### config.mk
export PLATFORM = sky130hd
export DESIGN_NAME = char_lcd_nibble_sequencer_top
export DESIGN_NICKNAME = d
export VERILOG_FILES = /design/src/rtl/lcdns_pkg.sv /design/src/rtl/lcdns_front.sv /design/src/rtl/lcdns_back.sv /design/src/rtl/char_lcd_nibble_sequencer_top.sv
export SDC_FILE = /design/constraint.sdc
export NUM_CORES = 1
export LEC_CHECK = 0
export BUFFER_PORTS_ARGS = -buffer_cell sky130_fd_sc_hd__buf_2
export CELL_PAD_IN_SITES_DETAIL_PLACEMENT = 1
export CELL_PAD_IN_SITES_GLOBAL_PLACEMENT = 1
export CORE_UTILIZATION = 50
export CTS_BUF_LIST = sky130_fd_sc_hd__clkbuf_4
export DETAILED_ROUTE_END_ITERATION = 10
export PLACE_DENSITY_LB_ADDON = 0.1
export SETUP_SLACK_MARGIN = 0.15
export SLEW_MARGIN = 0
export SYNTH_ARGS = -nofsm -noshare
export SYNTH_HDL_FRONTEND = slang
export SYNTH_SLANG_ARGS = --single-unit
export TNS_END_PERCENT = 10
### constraint.sdc
create_clock -name clk -period 10.71 [get_ports clk]
set_input_delay 1.071 -clock clk [delete_from_list [all_inputs] [get_ports clk]]
set_output_delay 1.071 -clock clk [all_outputs]
set_load 0.02 [all_outputs]
### src/rtl/lcdns_pkg.sv
// Shared types, codes and tables for the character LCD nibble sequencer.
// Used by lcdns_front, lcdns_back and char_lcd_nibble_sequencer_top.
`default_nettype none
package lcdns_pkg;

  // request codes on in_operation
  localparam logic [2:0] OP_INIT   = 3'd0;
  localparam logic [2:0] OP_CMD    = 3'd1;
  localparam logic [2:0] OP_DATA   = 3'd2;
  localparam logic [2:0] OP_CLEAR  = 3'd3;
  localparam logic [2:0] OP_CURSOR = 3'd4;
  localparam logic [2:0] OP_SCROLL = 3'd5;

  // configuration register indexes
  localparam logic [1:0] CFG_ROWS    = 2'd0;
  localparam logic [1:0] CFG_COLUMNS = 2'd1;
  localparam logic [1:0] CFG_FONT    = 2'd2;

  // descriptor kinds handed from front to back
  localparam logic KIND_INIT  = 1'b0;
  localparam logic KIND_BYTES = 1'b1;

  // command bytes and nibbles
  localparam logic [7:0] BYTE_CLEAR   = 8'h01;
  localparam logic [7:0] BYTE_HOME    = 8'h02;
  localparam logic [7:0] BYTE_DISPLAY = 8'h0C;
  localparam logic [7:0] BYTE_ENTRY   = 8'h06;
  localparam logic [7:0] BYTE_SCROLL  = 8'h18;
  localparam logic [3:0] NIB_WAKE     = 4'h3;
  localparam logic [3:0] NIB_4BIT     = 4'h2;
  localparam logic [3:0] FS_LINES     = 4'h8;
  localparam logic [3:0] FS_FONT      = 4'h4;

  // DDRAM line offsets
  localparam logic [6:0] OFF_LINE0 = 7'h00;
  localparam logic [6:0] OFF_LINE1 = 7'h40;
  localparam logic [6:0] OFF_LINE2 = 7'h14;
  localparam logic [6:0] OFF_LINE3 = 7'h54;

  localparam logic [17:0] WAIT_CLEAR = 18'd1000;
  localparam logic [17:0] US_PER_MS  = 18'd1000;
  localparam logic [3:0]  INIT_LAST  = 4'd11;

  typedef logic [3:0]  step_t;
  typedef logic [17:0] wait_t;

  // one queued request, already classified
  typedef struct packed {
    logic       kind;     // KIND_INIT or KIND_BYTES
    logic       rs;       // register select for all strobes
    logic       pre;      // send byte_a once before the repeated byte
    logic [7:0] byte_a;
    logic [7:0] byte_b;   // repeated reps times
    wait_t      wait_b;   // wait after low nibble of byte_b
    logic [5:0] reps;
    logic [3:0] fs;       // function-set nibble for init
  } desc_t;

  // power-up sequence nibbles
  function automatic logic [3:0] init_nibble(input step_t step, input logic [3:0] fs);
    logic [3:0] n;
    case (step)
      4'd0, 4'd1, 4'd2: n = NIB_WAKE;
      4'd3, 4'd4:       n = NIB_4BIT;
      4'd5:             n = fs;
      4'd6:             n = BYTE_DISPLAY[7:4];
      4'd7:             n = BYTE_DISPLAY[3:0];
      4'd8:             n = BYTE_CLEAR[7:4];
      4'd9:             n = BYTE_CLEAR[3:0];
      4'd10:            n = BYTE_ENTRY[7:4];
      4'd11:            n = BYTE_ENTRY[3:0];
      default:          n = 4'h0;
    endcase
    return n;
  endfunction

  // power-up sequence waits in microseconds
  function automatic wait_t init_wait(input step_t step);
    wait_t w;
    case (step)
      4'd0, 4'd2: w = 18'd5000;
      4'd1:       w = 18'd100;
      4'd5, 4'd7: w = 18'd60;
      4'd9:       w = WAIT_CLEAR;
      default:    w = 18'd0;
    endcase
    return w;
  endfunction

endpackage
`default_nettype wire

### src/rtl/lcdns_front.sv
// Front end: accepts requests, classifies them into descriptors and
// queues them. Depends on lcdns_pkg.
`default_nettype none
module lcdns_front #(
  parameter int MAX_SCROLL = 32
) (
  input  wire logic                 clk,
  input  wire logic                 rst_n,
  input  wire logic                 in_push,
  output logic                      in_full,
  input  wire logic [2:0]           in_operation,
  input  wire logic [7:0]           in_byte_value,
  input  wire logic [1:0]           in_line,
  input  wire logic [5:0]           in_column,
  input  wire logic [5:0]           in_repeat_count,
  input  wire logic [7:0]           in_pause_ms,
  input  wire logic [2:0]           rows,
  input  wire logic [5:0]           columns,
  input  wire logic                 large_font,
  output logic                      desc_valid,
  output lcdns_pkg::desc_t          desc,
  input  wire logic                 desc_pop
);

  localparam logic [5:0] MaxReps = 6'(MAX_SCROLL);

  lcdns_pkg::desc_t q_mem [2];
  logic       wr_ptr_r, wr_ptr_nxt;
  logic       rd_ptr_r, rd_ptr_nxt;
  logic [1:0] count_r, count_nxt;

  lcdns_pkg::desc_t dec;
  logic             dec_keep;
  logic [5:0]       maxc, col_c, cnt_c;
  logic [6:0]       off, addr;
  logic             accept, wr, rd;

  assign in_full    = (count_r == 2'd2);
  assign accept     = in_push && !in_full;
  assign desc_valid = (count_r != 2'd0);
  assign desc       = q_mem[rd_ptr_r];

  // cursor address and scroll count
  always_comb begin
    maxc  = (columns == 6'd0) ? 6'd0 : columns - 6'd1;
    col_c = (in_column > maxc) ? maxc : in_column;
    case (in_line)
      2'd0:    off = lcdns_pkg::OFF_LINE0;
      2'd1:    off = lcdns_pkg::OFF_LINE1;
      2'd2:    off = lcdns_pkg::OFF_LINE2;
      default: off = lcdns_pkg::OFF_LINE3;
    endcase
    addr  = {1'b0, col_c} + off;
    cnt_c = (in_repeat_count > MaxReps) ? MaxReps : in_repeat_count;
  end

  // classify request
  always_comb begin
    dec.kind   = lcdns_pkg::KIND_BYTES;
    dec.rs     = 1'b0;
    dec.pre    = 1'b0;
    dec.byte_a = lcdns_pkg::BYTE_HOME;
    dec.byte_b = in_byte_value;
    dec.wait_b = 18'd0;
    dec.reps   = 6'd1;
    dec.fs     = ((rows > 3'd1) ? lcdns_pkg::FS_LINES : 4'h0)
               | (large_font ? lcdns_pkg::FS_FONT : 4'h0);
    dec_keep   = 1'b1;
    case (in_operation)
      lcdns_pkg::OP_INIT:  dec.kind = lcdns_pkg::KIND_INIT;
      lcdns_pkg::OP_CMD:   dec.rs = 1'b0;
      lcdns_pkg::OP_DATA:  dec.rs = 1'b1;
      lcdns_pkg::OP_CLEAR: begin
        dec.byte_b = lcdns_pkg::BYTE_CLEAR;
        dec.wait_b = lcdns_pkg::WAIT_CLEAR;
      end
      lcdns_pkg::OP_CURSOR: begin
        dec.pre    = 1'b1;
        dec.byte_b = {1'b1, addr};
      end
      lcdns_pkg::OP_SCROLL: begin
        dec.byte_b = lcdns_pkg::BYTE_SCROLL;
        dec.wait_b = 18'(in_pause_ms) * lcdns_pkg::US_PER_MS;
        dec.reps   = cnt_c;
        dec_keep   = (cnt_c != 6'd0);
      end
      default: dec_keep = 1'b0;
    endcase
  end

  // two-entry descriptor queue
  assign wr = accept && dec_keep;
  assign rd = desc_pop && desc_valid;

  always_comb begin
    wr_ptr_nxt = wr ? ~wr_ptr_r : wr_ptr_r;
    rd_ptr_nxt = rd ? ~rd_ptr_r : rd_ptr_r;
    count_nxt  = count_r + {1'b0, wr} - {1'b0, rd};
  end

  always_ff @(posedge clk) begin
    if (!rst_n) begin
      wr_ptr_r <= 1'b0;
      rd_ptr_r <= 1'b0;
      count_r  <= 2'd0;
    end else begin
      wr_ptr_r <= wr_ptr_nxt;
      rd_ptr_r <= rd_ptr_nxt;
      count_r  <= count_nxt;
    end
  end

  always_ff @(posedge clk) begin
    if (wr) begin
      q_mem[wr_ptr_r] <= dec;
    end
  end

endmodule
`default_nettype wire

### src/rtl/lcdns_back.sv
// Back end: takes one descriptor at a time and plays out its strobes
// into the result register. Depends on lcdns_pkg.
`default_nettype none
module lcdns_back (
  input  wire logic             clk,
  input  wire logic             rst_n,
  input  wire logic             desc_valid,
  input  wire lcdns_pkg::desc_t desc,
  output logic                  desc_pop,
  output logic                  out_empty,
  input  wire logic             out_pop,
  output logic                  out_register_select,
  output logic [3:0]            out_nibble,
  output logic [17:0]           out_wait_us,
  output logic                  out_last
);

  logic             busy_r, busy_nxt;
  lcdns_pkg::desc_t cur_r;
  lcdns_pkg::step_t step_r, step_nxt;
  logic             pre_r, pre_nxt;
  logic             low_r, low_nxt;
  logic [5:0]       reps_r, reps_nxt;
  logic             ovalid_r, ovalid_nxt;

  logic             emit;
  logic             s_rs, s_last;
  logic [3:0]       s_nib;
  logic [17:0]      s_wait;
  logic [7:0]       s_byte;

  assign out_empty = !ovalid_r;
  assign desc_pop  = !busy_r && desc_valid;
  assign emit      = busy_r && (!ovalid_r || out_pop);

  // current strobe
  always_comb begin
    s_byte = pre_r ? cur_r.byte_a : cur_r.byte_b;
    if (cur_r.kind == lcdns_pkg::KIND_INIT) begin
      s_rs   = 1'b0;
      s_nib  = lcdns_pkg::init_nibble(step_r, cur_r.fs);
      s_wait = lcdns_pkg::init_wait(step_r);
      s_last = (step_r == lcdns_pkg::INIT_LAST);
    end else begin
      s_rs   = cur_r.rs;
      s_nib  = low_r ? s_byte[3:0] : s_byte[7:4];
      s_wait = (low_r && !pre_r) ? cur_r.wait_b : 18'd0;
      s_last = low_r && !pre_r && (reps_r == 6'd1);
    end
  end

  // sequencer next state
  always_comb begin
    busy_nxt   = busy_r;
    step_nxt   = step_r;
    pre_nxt    = pre_r;
    low_nxt    = low_r;
    reps_nxt   = reps_r;
    ovalid_nxt = ovalid_r && !out_pop;
    if (desc_pop) begin
      busy_nxt = 1'b1;
      step_nxt = 4'd0;
      pre_nxt  = desc.pre;
      low_nxt  = 1'b0;
      reps_nxt = desc.reps;
    end else if (emit) begin
      ovalid_nxt = 1'b1;
      step_nxt   = step_r + 4'd1;
      low_nxt    = !low_r;
      if (low_r) begin
        if (pre_r) begin
          pre_nxt = 1'b0;
        end else begin
          reps_nxt = reps_r - 6'd1;
        end
      end
      if (s_last) begin
        busy_nxt = 1'b0;
      end
    end
  end

  always_ff @(posedge clk) begin
    if (!rst_n) begin
      busy_r   <= 1'b0;
      ovalid_r <= 1'b0;
      step_r   <= 4'd0;
      pre_r    <= 1'b0;
      low_r    <= 1'b0;
      reps_r   <= 6'd0;
    end else begin
      busy_r   <= busy_nxt;
      ovalid_r <= ovalid_nxt;
      step_r   <= step_nxt;
      pre_r    <= pre_nxt;
      low_r    <= low_nxt;
      reps_r   <= reps_nxt;
    end
  end

  // descriptor and result payload
  always_ff @(posedge clk) begin
    if (desc_pop) begin
      cur_r <= desc;
    end
    if (emit) begin
      out_register_select <= s_rs;
      out_nibble          <= s_nib;
      out_wait_us         <= s_wait;
      out_last            <= s_last;
    end
  end

endmodule
`default_nettype wire

### src/rtl/char_lcd_nibble_sequencer_top.sv
// Top level of the character LCD nibble sequencer: configuration
// registers, front end and back end. Depends on lcdns_pkg.
//
// Usage: requests enter as queue pushes (in_push while in_full is low).
// Each one becomes a run of 4-bit strobes read out as queue pops: while
// out_empty is low the oldest strobe is on the out_ ports and out_pop takes
// it. out_last marks the final strobe of a request. Unknown operations and
// zero-length scrolls yield no strobes.
// An accepted request is written into the queue, loaded into the back end's
// descriptor register, then sent strobe by strobe into the result register.
// One strobe per cycle goes out unless the receiver stalls or a descriptor
// loads; init gives 12, byte or clear 2, cursor move 4, n-step scroll 2n.
// The two-entry queue between front and back takes new requests while the
// back end works. When the receiver stalls, the result register holds its
// strobe and the back end waits; the queue fills and in_full rises.
// Reset empties the queue and result register and sets rows=2, columns=16,
// large_font=0. Configuration is a plain write: cfg_we, cfg_index, cfg_data.
`default_nettype none
module char_lcd_nibble_sequencer_top #(
  parameter int MAX_SCROLL = 32
) (
  input  wire logic        clk,
  input  wire logic        rst_n,
  input  wire logic        cfg_we,
  input  wire logic [1:0]  cfg_index,
  input  wire logic [5:0]  cfg_data,
  input  wire logic        in_push,
  output logic             in_full,
  input  wire logic [2:0]  in_operation,
  input  wire logic [7:0]  in_byte_value,
  input  wire logic [1:0]  in_line,
  input  wire logic [5:0]  in_column,
  input  wire logic [5:0]  in_repeat_count,
  input  wire logic [7:0]  in_pause_ms,
  output logic             out_empty,
  input  wire logic        out_pop,
  output logic             out_register_select,
  output logic [3:0]       out_nibble,
  output logic [17:0]      out_wait_us,
  output logic             out_last
);

  logic [2:0]       rows_r;
  logic [5:0]       columns_r;
  logic             font_r;
  logic             desc_valid, desc_pop;
  lcdns_pkg::desc_t desc;

  // configuration registers
  always_ff @(posedge clk) begin
    if (!rst_n) begin
      rows_r    <= 3'd2;
      columns_r <= 6'd16;
      font_r    <= 1'b0;
    end else if (cfg_we) begin
      case (cfg_index)
        lcdns_pkg::CFG_ROWS:    rows_r    <= cfg_data[2:0];
        lcdns_pkg::CFG_COLUMNS: columns_r <= cfg_data;
        lcdns_pkg::CFG_FONT:    font_r    <= cfg_data[0];
        default: ;
      endcase
    end
  end

  lcdns_front #(
    .MAX_SCROLL(MAX_SCROLL)
  ) u_front (
    .clk             (clk),
    .rst_n           (rst_n),
    .in_push         (in_push),
    .in_full         (in_full),
    .in_operation    (in_operation),
    .in_byte_value   (in_byte_value),
    .in_line         (in_line),
    .in_column       (in_column),
    .in_repeat_count (in_repeat_count),
    .in_pause_ms     (in_pause_ms),
    .rows            (rows_r),
    .columns         (columns_r),
    .large_font      (font_r),
    .desc_valid      (desc_valid),
    .desc            (desc),
    .desc_pop        (desc_pop)
  );

  lcdns_back u_back (
    .clk                 (clk),
    .rst_n               (rst_n),
    .desc_valid          (desc_valid),
    .desc                (desc),
    .desc_pop            (desc_pop),
    .out_empty           (out_empty),
    .out_pop             (out_pop),
    .out_register_select (out_register_select),
    .out_nibble          (out_nibble),
    .out_wait_us         (out_wait_us),
    .out_last            (out_last)
  );

endmodule
`default_nettype wire

==> metrics.txt <==
PnR worst setup slack slightly above 6 ns; ranking of synthesized cells by area edfxtp_1 45%, ha_1 9.2%, dfxtp_1 7.2%, fa_1 5.4%, mux2_2 3.9%; CP arrival 4.90 ns; Root Driver clkbuf_4; number of enable flip-flop cells after synthesis around 120; hold path start rows_r[1]; Num CTS Buffers 17; max-slew violation count 0; RSZ-0062 raised after global routing no; number of synthesized register bits around 150; share of cells above drive strength 1 0.200; 1st-iter DRT viols about 170; Worst-Margin Slew between 0.8 and 0.9 ns; total grt overflow 0; Yosys top cell by area edfxtp_1; core area 15,100 µm²; Worst Skew 0.0168 ns; final worst path period share 0.429; Post-Synthesis Cell Area around 7700 µm²; Avg Inst Size Synth around 12 µm²; Worst Setup Start Kind flip-flop; Final Non-Filler Cells ~900; largest net degree at the start of global routing 39; worst setup path class reg -> reg; Routed Antenna Nets 0; sequential share of the synthesized area 0.526; Die W between 100 and 150 µm; placed cell count 870; Fmax ~0.22 GHz; CTS Sinks ~150; Post-CTS Setup Repair Bufs 0; CTS Hold Buffers Added 0; Total Nets Final 825; dpl hpwl ~12,000 µm; first-pass GRT wire length roughly 25,000 µm; clk_lat worst skew 0.54 ns; asr flop ratio synth 0; CTS tree done; num ports between 70 and 80; CP Max Fanout 11; worst min path class reg -> reg; VDD IR max 76.8 µV; Worst-path clk slew 0.12 ns; Placer Congestion 0.848; Syn. warnings 0; Post-synth top flop edfxtp_1; die footprint ~16,000 µm²; Yosys cell types 55; WP data required about 11 ns; CP startpoint columns_r[0]; synthesis-to-layout area growth 11.2%; DR vias between 4k and 5k; Cell Rows 45; first drt pass iteration count 6; slowest CP cell or4_4; Final setup viols 0; reg2reg start columns_r[0]; H-Tree Level Count 4; Initial Util 0.511; pre-CTS setup slack roughly 5.6 ns; final WL between 15,000 and 20,000 µm; deepest clock path buffer count 2; initial antenna violation count 1; Slew headroom 0.443; status finished, final reports clean; Final Hold Fails 0; Die Span Y between 100 and 150 µm; WHS roughly 0.48 ns; CP delay by family, top simple AND/OR/NAND/NOR gates; PD cells 217 nW/µm²; critical path's largest stage delay 0.56 ns; post-synthesis cell count around 630; CP endpoint kind flip-flop; drt drc 0; max cap viols 0; vias in the first global route between 5k and 6k; Total GRT Usage 0.205; overall power around 1.9 mW; CP bufs+invs 1; CP cell instances or4_4, or4_1, nand2_1, inv_1, ha_1, nand4_1, a21oi_1, o32ai_4, nand2_1, o21ai_0, ha_1, o211a_1, o311a_1, nor4_1, xnor2_1, o21ai_0; Vias/cell roughly 5.4; Setup TNS Final 0 ns; DR WL/cell 16.9 µm; Min Clock Period, post-route roughly 4.6 ns; P_leak between 3 and 4 nW; area share of the largest cell type after synthesis 0.454; cts repair resizes 0; PortBufs 69; internal reg-to-reg setup slack slightly above 6 ns
final cells by class:
class	instances	area, µm²
Timing Repair Buffer	74	383
Multi-Input combinational cell	407	3370
Clock inverter	15	206
Sequential cell	145	4070
Inverter	56	210
Antenna cell	1	2.50
Clock buffer	17	128
Fill cell	1615	6540
Tap cell	188	235
layer usage:
layer  GRT usage  routed length (µm)
met5           0                   0
met4      0.0638                 217
met3      0.0413                 437
met2       0.357                7550
met1       0.259                7050
per-stage QoR:
stage / util / cell area [µm²]
finish: 0.568 / 8600
global route: 0.568 / 8600
CTS: 0.568 / 8600
detailed placement: 0.546 / 8270
global placement: 0.546 / 8270
floorplan: - / 7740
kinds of logic after synthesis:
family,Yosys count,synth area share
buffers and inverters,80,0.0398
AND/OR/NAND/NOR,160,0.108
multiplexers,51,0.0708
AO/OA/AOI/OAI,94,0.0826
XOR/XNOR,22,0.0249
flip-flops,145,0.526
other,1,0.000485
adder cells (fa/ha/maj),78,0.146
cells in the mapped netlist (all sizes together), types with 2 or more instances:
| library cell | n |
|---|---|
| nor4 | 4 |
| xnor2 | 13 |
| clkbuf | 20 |
| a31oi | 3 |
| and3 | 2 |
| a21oi | 18 |
| o21a | 5 |
| o21ai | 25 |
| nand3b | 2 |
| or4 | 3 |
| nand2b | 10 |
| o211a | 6 |
| o21bai | 4 |
| a22o | 2 |
| nand3 | 3 |
| mux2 | 27 |
| dfxtp | 28 |
| a21boi | 3 |
| a21o | 9 |
| mux2i | 24 |
| nor2b | 18 |
| o211ai | 2 |
| nor3 | 9 |
| or2 | 4 |
| inv | 56 |
| nand4 | 2 |
| xor2 | 9 |
| edfxtp | 117 |
| nand4b | 2 |
| o31ai | 2 |
| o22ai | 3 |
| and2 | 18 |
| nand2 | 44 |
| nor3b | 7 |
| ha | 57 |
| buf | 4 |
| a211oi | 4 |
| nor2 | 28 |
| fa | 21 |
placed cells by master, fill, tap and decap left out, types with 21 or more instances in the layout:
cell	netlist	final
nor2_1	28	28
ha_1	57	57
buf_2	0	69
dfxtp_1	28	28
fa_1	21	21
nand2_1	44	44
mux2i_1	23	23
o21ai_0	25	25
inv_1	56	56
mux2_2	27	27
edfxtp_1	117	117
worst paths after layout:
path,to,cells after the start
hold / removal,rows_r[1],2
setup / recovery,u_front.q_mem[0][33],16
hold reg to reg,rows_r[1],2
setup reg to reg,u_front.q_mem[0][33],16
flip-flops by register name (all words and copies together) (netlist names), named ones only:
name,count
u_back.ovalid_r,1
u_back.out_register_select,1
u_front.rd_ptr_r,1
u_back.busy_r,1
u_back.out_last,1
u_front.count_r,2
font_r,1
columns_r,6
u_front.wr_ptr_r,1
rows_r,2
u_back.cur_r,27
u_back.reps_r,6
u_back.out_wait_us,16
u_front.q_mem,68
u_back.low_r,1
u_back.pre_r,1
u_back.out_nibble,4
u_back.step_r,4
report_power, final:
group	internal [mW]	total (mW)	leakage, nW	switching [mW]
clock	0.188	0.386	0.162	0.199
combinational	0.277	0.663	2.10	0.386
sequential	0.765	0.814	1.32	0.0489
total	1.23	1.86	3.58	0.633
worst min-delay path, stage by stage (launching register included):
cell	delay [ns]
dfxtp_1	0.34
mux2i_1	0.06
nand2_1	0.06
No activity file was read; power rests on OpenSTA's default activity.
